`config.mk`:
```
export PLATFORM = sky130hd
export DESIGN_NAME = cdzf_ctrl
export DESIGN_NICKNAME = d
export VERILOG_FILES = /design/src/rtl/cdzf_pkg.sv /design/src/rtl/cdzf_ctrl.sv
export SDC_FILE = /design/constraint.sdc
export NUM_CORES = 1
export LEC_CHECK = 0
export ABC_CLOCK_PERIOD_IN_PS = 2000
export BUFFER_PORTS_ARGS = -buffer_cell sky130_fd_sc_hd__buf_2
export CORE_MARGIN = 2
export CORE_UTILIZATION = 40
export CTS_CLUSTER_SIZE = 16
export DETAILED_ROUTE_END_ITERATION = 6
export SLEW_MARGIN = 30
export SYNTH_ARGS = -nofsm -noshare
export SYNTH_HDL_FRONTEND = slang
export SYNTH_SLANG_ARGS = --single-unit
```
`constraint.sdc`:
```
create_clock -name clock -period 2 [get_ports clock]
set_clock_uncertainty 0.05 [all_clocks]
set_input_delay 0.3 -clock clock [delete_from_list [all_inputs] [get_ports clock]]
set_output_delay 0.3 -clock clock [all_outputs]
set_load 0.03 [all_outputs]
```
`src/rtl/cdzf_pkg.sv`:
```
// Shared types, operation codes and constants of the camera dead-zone follow block.
package cdzf_pkg;

   localparam int POS_W   = 32;
   localparam int MAG_W   = 44;
   localparam int TMP_W   = 49;
   localparam int PC_W    = 12;
   localparam int CSR_IDX_W  = 3;
   localparam int CSR_DATA_W = 17;

   localparam logic [15:0] MIN_ZOOM = 16'd205;
   localparam logic [16:0] LERP_ONE = 17'd65536;
   localparam int OFF_SHIFT = 28;
   localparam int RAD_SHIFT = 20;

   localparam logic [CSR_IDX_W-1:0] CSR_MODE   = 3'd0;
   localparam logic [CSR_IDX_W-1:0] CSR_ZOOM   = 3'd1;
   localparam logic [CSR_IDX_W-1:0] CSR_RADIUS = 3'd2;
   localparam logic [CSR_IDX_W-1:0] CSR_LERP   = 3'd3;
   localparam logic [CSR_IDX_W-1:0] CSR_OFF_X  = 3'd4;
   localparam logic [CSR_IDX_W-1:0] CSR_OFF_Y  = 3'd5;
   localparam logic [CSR_IDX_W-1:0] CSR_WIDTH  = 3'd6;
   localparam logic [CSR_IDX_W-1:0] CSR_HEIGHT = 3'd7;

   localparam int OP_W = 6;
   localparam logic [OP_W-1:0] OP_NOP      = 6'd0;
   localparam logic [OP_W-1:0] OP_LOAD     = 6'd1;
   localparam logic [OP_W-1:0] OP_SET      = 6'd2;
   localparam logic [OP_W-1:0] OP_DIV_OFFX = 6'd3;
   localparam logic [OP_W-1:0] OP_GET_OFFX = 6'd4;
   localparam logic [OP_W-1:0] OP_DIV_OFFY = 6'd5;
   localparam logic [OP_W-1:0] OP_GET_OFFY = 6'd6;
   localparam logic [OP_W-1:0] OP_DIV_R    = 6'd7;
   localparam logic [OP_W-1:0] OP_GET_R    = 6'd8;
   localparam logic [OP_W-1:0] OP_DELTA    = 6'd9;
   localparam logic [OP_W-1:0] OP_MUL_DXH  = 6'd10;
   localparam logic [OP_W-1:0] OP_DIV_SX   = 6'd11;
   localparam logic [OP_W-1:0] OP_GET_SX   = 6'd12;
   localparam logic [OP_W-1:0] OP_MUL_AX2  = 6'd13;
   localparam logic [OP_W-1:0] OP_MUL_AY2  = 6'd14;
   localparam logic [OP_W-1:0] OP_MUL_R2   = 6'd15;
   localparam logic [OP_W-1:0] OP_SQRT     = 6'd16;
   localparam logic [OP_W-1:0] OP_GET_DIST = 6'd17;
   localparam logic [OP_W-1:0] OP_MUL_AXE  = 6'd18;
   localparam logic [OP_W-1:0] OP_DIV_Q1   = 6'd19;
   localparam logic [OP_W-1:0] OP_MUL_QW   = 6'd20;
   localparam logic [OP_W-1:0] OP_DIV_MX   = 6'd21;
   localparam logic [OP_W-1:0] OP_GET_MX   = 6'd22;
   localparam logic [OP_W-1:0] OP_MUL_AYE  = 6'd23;
   localparam logic [OP_W-1:0] OP_DIV_MY   = 6'd24;
   localparam logic [OP_W-1:0] OP_GET_MY   = 6'd25;
   localparam logic [OP_W-1:0] OP_ZERO_M   = 6'd26;
   localparam logic [OP_W-1:0] OP_MUL_RW   = 6'd27;
   localparam logic [OP_W-1:0] OP_MUL_HZ   = 6'd28;
   localparam logic [OP_W-1:0] OP_DIV_HX   = 6'd29;
   localparam logic [OP_W-1:0] OP_GET_RECT = 6'd30;
   localparam logic [OP_W-1:0] OP_MUL_LXL  = 6'd31;
   localparam logic [OP_W-1:0] OP_MUL_LXH  = 6'd32;
   localparam logic [OP_W-1:0] OP_GET_LX   = 6'd33;
   localparam logic [OP_W-1:0] OP_MUL_LYL  = 6'd34;
   localparam logic [OP_W-1:0] OP_MUL_LYH  = 6'd35;
   localparam logic [OP_W-1:0] OP_GET_LY   = 6'd36;
   localparam logic [OP_W-1:0] OP_UPDATE   = 6'd37;
   localparam logic [OP_W-1:0] OP_PUBLISH  = 6'd38;

   typedef struct packed {
      logic                   mode;
      logic [15:0]            zoom;
      logic [15:0]            radius;
      logic [16:0]            lerp;
      logic signed [PC_W-1:0] pcx;
      logic signed [PC_W-1:0] pcy;
      logic [10:0]            width;
      logic [10:0]            height;
   } cfg_type;

   typedef struct packed {
      logic [OP_W-1:0] op;
   } cmd_type;

   typedef struct packed {
      logic unit_done;
      logic outside;
   } status_type;

endpackage

```
`src/rtl/cdzf_ctrl.sv`:
```
// Sequencer: steps the datapath through one word and runs both handshakes.
module cdzf_ctrl
   import cdzf_pkg::*;
(
   input  logic       clock,
   input  logic       reset,
   input  logic       req_valid,
   input  logic       req_operation,
   output logic       req_stall,
   output logic       rsp_valid,
   input  logic       rsp_stall,
   input  logic       mode,
   input  status_type status,
   output cmd_type    cmd
);

   localparam logic [5:0] ST_IDLE  = 6'd0;
   localparam logic [5:0] ST_WAIT  = 6'd1;
   localparam logic [5:0] ST_SET   = 6'd2;
   localparam logic [5:0] ST_OFFX  = 6'd3;
   localparam logic [5:0] ST_GOFFX = 6'd4;
   localparam logic [5:0] ST_OFFY  = 6'd5;
   localparam logic [5:0] ST_GOFFY = 6'd6;
   localparam logic [5:0] ST_R     = 6'd7;
   localparam logic [5:0] ST_GR    = 6'd8;
   localparam logic [5:0] ST_DELTA = 6'd9;
   localparam logic [5:0] ST_DXH   = 6'd10;
   localparam logic [5:0] ST_SX    = 6'd11;
   localparam logic [5:0] ST_GSX   = 6'd12;
   localparam logic [5:0] ST_AX2   = 6'd13;
   localparam logic [5:0] ST_AY2   = 6'd14;
   localparam logic [5:0] ST_R2    = 6'd15;
   localparam logic [5:0] ST_CMP   = 6'd16;
   localparam logic [5:0] ST_ZERO  = 6'd17;
   localparam logic [5:0] ST_SQRT  = 6'd18;
   localparam logic [5:0] ST_GDIST = 6'd19;
   localparam logic [5:0] ST_AXE   = 6'd20;
   localparam logic [5:0] ST_Q1    = 6'd21;
   localparam logic [5:0] ST_QW    = 6'd22;
   localparam logic [5:0] ST_MX    = 6'd23;
   localparam logic [5:0] ST_GMX   = 6'd24;
   localparam logic [5:0] ST_AYE   = 6'd25;
   localparam logic [5:0] ST_MY    = 6'd26;
   localparam logic [5:0] ST_GMY   = 6'd27;
   localparam logic [5:0] ST_RW    = 6'd28;
   localparam logic [5:0] ST_HZ    = 6'd29;
   localparam logic [5:0] ST_HX    = 6'd30;
   localparam logic [5:0] ST_GHX   = 6'd31;
   localparam logic [5:0] ST_LXL   = 6'd32;
   localparam logic [5:0] ST_LXH   = 6'd33;
   localparam logic [5:0] ST_GLX   = 6'd34;
   localparam logic [5:0] ST_LYL   = 6'd35;
   localparam logic [5:0] ST_LYH   = 6'd36;
   localparam logic [5:0] ST_GLY   = 6'd37;
   localparam logic [5:0] ST_UPD   = 6'd38;
   localparam logic [5:0] ST_OUT   = 6'd39;

   logic [5:0] state_ff, state_in, ret_ff, ret_in;
   logic       rsp_valid_ff, rsp_valid_in;
   logic       out_blocked;

   assign out_blocked = rsp_valid_ff && rsp_stall;
   assign req_stall   = (state_ff != ST_IDLE);
   assign rsp_valid   = rsp_valid_ff;

   always_comb begin
      state_in = state_ff;
      ret_in   = ret_ff;
      cmd.op   = OP_NOP;
      case (state_ff)
         ST_IDLE: if (req_valid) begin
            cmd.op   = OP_LOAD;
            state_in = req_operation ? ST_SET : ST_OFFX;
         end
         ST_WAIT:  if (status.unit_done) state_in = ret_ff;
         ST_SET:   begin cmd.op = OP_SET;      state_in = ST_OUT;   end
         ST_OFFX:  begin cmd.op = OP_DIV_OFFX; state_in = ST_WAIT; ret_in = ST_GOFFX; end
         ST_GOFFX: begin cmd.op = OP_GET_OFFX; state_in = ST_OFFY;  end
         ST_OFFY:  begin cmd.op = OP_DIV_OFFY; state_in = ST_WAIT; ret_in = ST_GOFFY; end
         ST_GOFFY: begin cmd.op = OP_GET_OFFY; state_in = ST_R;     end
         ST_R:     begin cmd.op = OP_DIV_R;    state_in = ST_WAIT; ret_in = ST_GR; end
         ST_GR:    begin cmd.op = OP_GET_R;    state_in = ST_DELTA; end
         ST_DELTA: begin cmd.op = OP_DELTA;    state_in = mode ? ST_RW : ST_DXH; end
         ST_DXH:   begin cmd.op = OP_MUL_DXH;  state_in = ST_SX;    end
         ST_SX:    begin cmd.op = OP_DIV_SX;   state_in = ST_WAIT; ret_in = ST_GSX; end
         ST_GSX:   begin cmd.op = OP_GET_SX;   state_in = ST_AX2;   end
         ST_AX2:   begin cmd.op = OP_MUL_AX2;  state_in = ST_AY2;   end
         ST_AY2:   begin cmd.op = OP_MUL_AY2;  state_in = ST_R2;    end
         ST_R2:    begin cmd.op = OP_MUL_R2;   state_in = ST_CMP;   end
         ST_CMP:   state_in = status.outside ? ST_SQRT : ST_ZERO;
         ST_ZERO:  begin cmd.op = OP_ZERO_M;   state_in = ST_LXL;   end
         ST_SQRT:  begin cmd.op = OP_SQRT;     state_in = ST_WAIT; ret_in = ST_GDIST; end
         ST_GDIST: begin cmd.op = OP_GET_DIST; state_in = ST_AXE;   end
         ST_AXE:   begin cmd.op = OP_MUL_AXE;  state_in = ST_Q1;    end
         ST_Q1:    begin cmd.op = OP_DIV_Q1;   state_in = ST_WAIT; ret_in = ST_QW; end
         ST_QW:    begin cmd.op = OP_MUL_QW;   state_in = ST_MX;    end
         ST_MX:    begin cmd.op = OP_DIV_MX;   state_in = ST_WAIT; ret_in = ST_GMX; end
         ST_GMX:   begin cmd.op = OP_GET_MX;   state_in = ST_AYE;   end
         ST_AYE:   begin cmd.op = OP_MUL_AYE;  state_in = ST_MY;    end
         ST_MY:    begin cmd.op = OP_DIV_MY;   state_in = ST_WAIT; ret_in = ST_GMY; end
         ST_GMY:   begin cmd.op = OP_GET_MY;   state_in = ST_LXL;   end
         ST_RW:    begin cmd.op = OP_MUL_RW;   state_in = ST_HZ;    end
         ST_HZ:    begin cmd.op = OP_MUL_HZ;   state_in = ST_HX;    end
         ST_HX:    begin cmd.op = OP_DIV_HX;   state_in = ST_WAIT; ret_in = ST_GHX; end
         ST_GHX:   begin cmd.op = OP_GET_RECT; state_in = ST_LXL;   end
         ST_LXL:   begin cmd.op = OP_MUL_LXL;  state_in = ST_LXH;   end
         ST_LXH:   begin cmd.op = OP_MUL_LXH;  state_in = ST_GLX;   end
         ST_GLX:   begin cmd.op = OP_GET_LX;   state_in = ST_LYL;   end
         ST_LYL:   begin cmd.op = OP_MUL_LYL;  state_in = ST_LYH;   end
         ST_LYH:   begin cmd.op = OP_MUL_LYH;  state_in = ST_GLY;   end
         ST_GLY:   begin cmd.op = OP_GET_LY;   state_in = ST_UPD;   end
         ST_UPD:   begin cmd.op = OP_UPDATE;   state_in = ST_OUT;   end
         ST_OUT: if (!out_blocked) begin
            cmd.op   = OP_PUBLISH;
            state_in = ST_IDLE;
         end
         default:  state_in = ST_IDLE;
      endcase
   end

   always_comb begin
      rsp_valid_in = rsp_valid_ff;
      if (rsp_valid_ff && !rsp_stall) rsp_valid_in = 1'b0;
      if (cmd.op == OP_PUBLISH)       rsp_valid_in = 1'b1;
   end

   always_ff @(posedge clock) begin
      if (reset) begin
         state_ff     <= ST_IDLE;
         ret_ff       <= ST_IDLE;
         rsp_valid_ff <= 1'b0;
      end else begin
         state_ff     <= state_in;
         ret_ff       <= ret_in;
         rsp_valid_ff <= rsp_valid_in;
      end
   end

endmodule

```
==> reports/metrics.yaml <==
nNetsFinal: 239
combPwrFrac_pct: 82.6
drive_above_1_share_pct: 44.1
powerDensity_nw_per_um2: 1490
cts.htree.levels: 1
dp_cells: 256
final_area_sq_um: 1960
power_frac_seq_pct: 12.4
slowest_stage: "dfxtp_4"
synth-edff-count: 0
clk_path_buf_depth: 2
period_minus_slack_ns: 2.04
netlist_area_sq_um: 1380
drtAntennaViolNets: 0
drtPass1Iterations: 5
ctsHoldBuffers: 0
rsz0062_at_grt: "true"
multi_input_area_sq_um: 1140
intPower_mw: 1.49
finalSetupTns_ns: -0.134
fin_cells: 275
post-route-period-util_pct: 102
slew_headroom_pct: 75.8
netlist.area_leader.share_pct: 17.4
grtUsageTotal_pct: 22.9
seq_area_frac_synth_pct: 17.4
syn_inst: 193
drt_iter0_drc: 109
maxCapViolations: 0
wl_per_cell_um: 17.0
dr_total_vias: 1713
die_h_um: 62.7
ys_types: 58
diodes: 0
setup-violations-final: 5
pre_cts_slack_ns: 0.0718
synthFlopType: "dfxtp_1"
hp-start: "reset"
clk_latency_ns: 0.28
finalMaxSlewViolations: 0
fmax_mhz: 490
yosysMostFrequentCell: "a21oi_1"
power_switching_mw: 1.43
r2r_cells: 7
violations: "setup timing"
cts_root_buffer: "clkbuf_4"
dieArea_sq_um: 3930
synthTopCellsByCount: "a21oi_1 (19), nor2_1 (18), nand2_1 (16)"
p_clk_share_pct: 5.0
io_buffers: 15
grt_overflow: 0
seq_area_sq_um: 255
max_stage_delay_ns: 0.37
start_kind: "flip-flop"
crit_chain: "buf_12 -> nand2b_1 -> a21oi_2 -> a21o_1 -> a32oi_1 -> o221ai_1 -> buf_4"
dpl-instance-area_sq_um: 1590
via_per_inst: 6.23
synth_seq_cells: 12
grt_first_pass_wirelength_mm: 7.31
fp.coreArea_sq_um: 3310
worstSetupPathType: "flip-flop to output port"
peakVddDrop_uv: 543
ys_top_cells_by_area: "dfxtp_1 (17%), a21oi_1 (6.9%), nor2_1 (4.9%)"
initial_core_util_pct: 41.6
yosys.area.top_type: "dfxtp_1"
ioPinCount: 16
std_cell_rows: 21
grt_max_degree: 29
hp-class: "input pin to flip-flop"
fin_ws_ns: -0.0416
area_delta_synth_final_pct: 42.1
startpoint: "state_ff[2]"
antenna_found_initial: 0
async_flop_share_pct: 0
regToRegStartpoint: "state_ff[0]"
hold_viol: 0
holdPathStages: 2
worstSetupEndpointType: "output port"
cts_tree: "built"
status: "finished, violations left"
synth_fp_nets: 201
final.fill_count: 294
cp_max_fo: 6
synth_warnings: 0
cp.required_ns: 1.65
drcViolationCount: 0
cts.sinks: 12
syn_avg_cell_area_sq_um: 7.14
die_w_um: 62.7
tightest_slew_ns: 0.360
p_sw_share_pct: 48.9
finalWirelength_mm: 4.69
finalWeightedCongestion: 0.945
p_leak_nw: 0.751
p_total_mw: 2.92
hpwlAfterDp_mm: 3.13
numCtsBuffers: 3
cts.reportedPaths.clkPinSlew_ns: 0.07
critPathArrivalTime_ns: 1.69
grt_pass1_vias: 1546
-- cells by family (layout without fill, tap and decap cells) --
| logic type | Yosys count | count (layout) | share of synthesized area [%] |
|---|---|---|---|
| mux | 1 | 1 | 0.726 |
| simple gates | 77 | 77 | 30.4 |
| buf+inv | 24 | 60 | 9.89 |
| flops | 12 | 12 | 17.4 |
| xor+xnor | 1 | 1 | 0.635 |
| compound gates | 78 | 78 | 40.9 |
-- repair_timing --
item                                    4_1_cts  5_1_grt
endpoints found under the setup margin        7       10
pin swaps                                    12       13
buffers inserted                              9        6
gates resized for setup                      41       20
gates cloned                                  0        1
-- power groups by stage --
stage,logic (mW),registers [mW],clock network [mW]
2_1_floorplan,1.31,0.337,0
3_3_place_gp,1.77,0.348,0
3_5_place_dp,1.77,0.351,0
4_1_cts,2.09,0.362,0.149
5_1_grt,2.55,0.369,0.167
6_report,2.41,0.362,0.147
-- stage by stage --
step                      util [%]  hold slack [ns]
after floorplan                  -            0.382
final                         59.2            0.297
after CTS                     54.4            0.280
after global routing          59.2            0.293
after detailed placement      48.1            0.405
after global placement        48.1            0.396
-- critical path: cells and delay by family, from the launching register on --
family / cells / cell delay (ns)
and+or+nand+nor: 1 / 0.17
DFF: 1 / 0.37
buffers and inverters: 2 / 0.33
AOI/OAI and AO/OA: 4 / 0.55
-- registers in the layout (all words and copies together) (netlist names) --
| signal | cells |
|---|---|
| ret_ff | 5 |
| rsp_valid | 1 |
| state_ff | 6 |
-- layout make-up --
type | count | area share (%)
timing repair buffer | 53 | 23.8
multi-input combinational | 157 | 58.3
sequential | 12 | 13.0
clock buffer | 3 | 1.15
tap | 46 | 2.94
inverter | 4 | 0.766
-- routing by layer --
layer	global-route usage, %	part of all wire (%)
met5	0	0
met4	8.06	2.1
met3	5.23	8.7
met2	37.6	48
met1	29.5	41
-- final timing paths --
check / end / slack [ns]
worst max register to register: state_ff[1] / 0.11
worst min-delay path: state_ff[2] / 0.30
worst min register to register: ret_ff[2] / 0.42
worst max-delay path: cmd[1] / -0.04
-- cell usage in the layout, fill, tap and decap left out, types with 3 or more instances in the layout --
master	n
nor3_1	3
a21oi_2	3
a22oi_1	3
inv_1	3
o21ai_0	6
buf_2	8
nand3_1	6
nor2_1	16
clkbuf_4	3
nand2b_1	6
nand2_1	12
buf_4	33
dfxtp_1	8
buf_6	7
o21a_1	3
nor2b_1	4
buf_12	3
nor3_2	3
dfxtp_4	4
a21oi_1	16
o22ai_1	6
and2b_2	3
o21ai_1	7
Note: power is estimated with default switching activity, not from simulation.
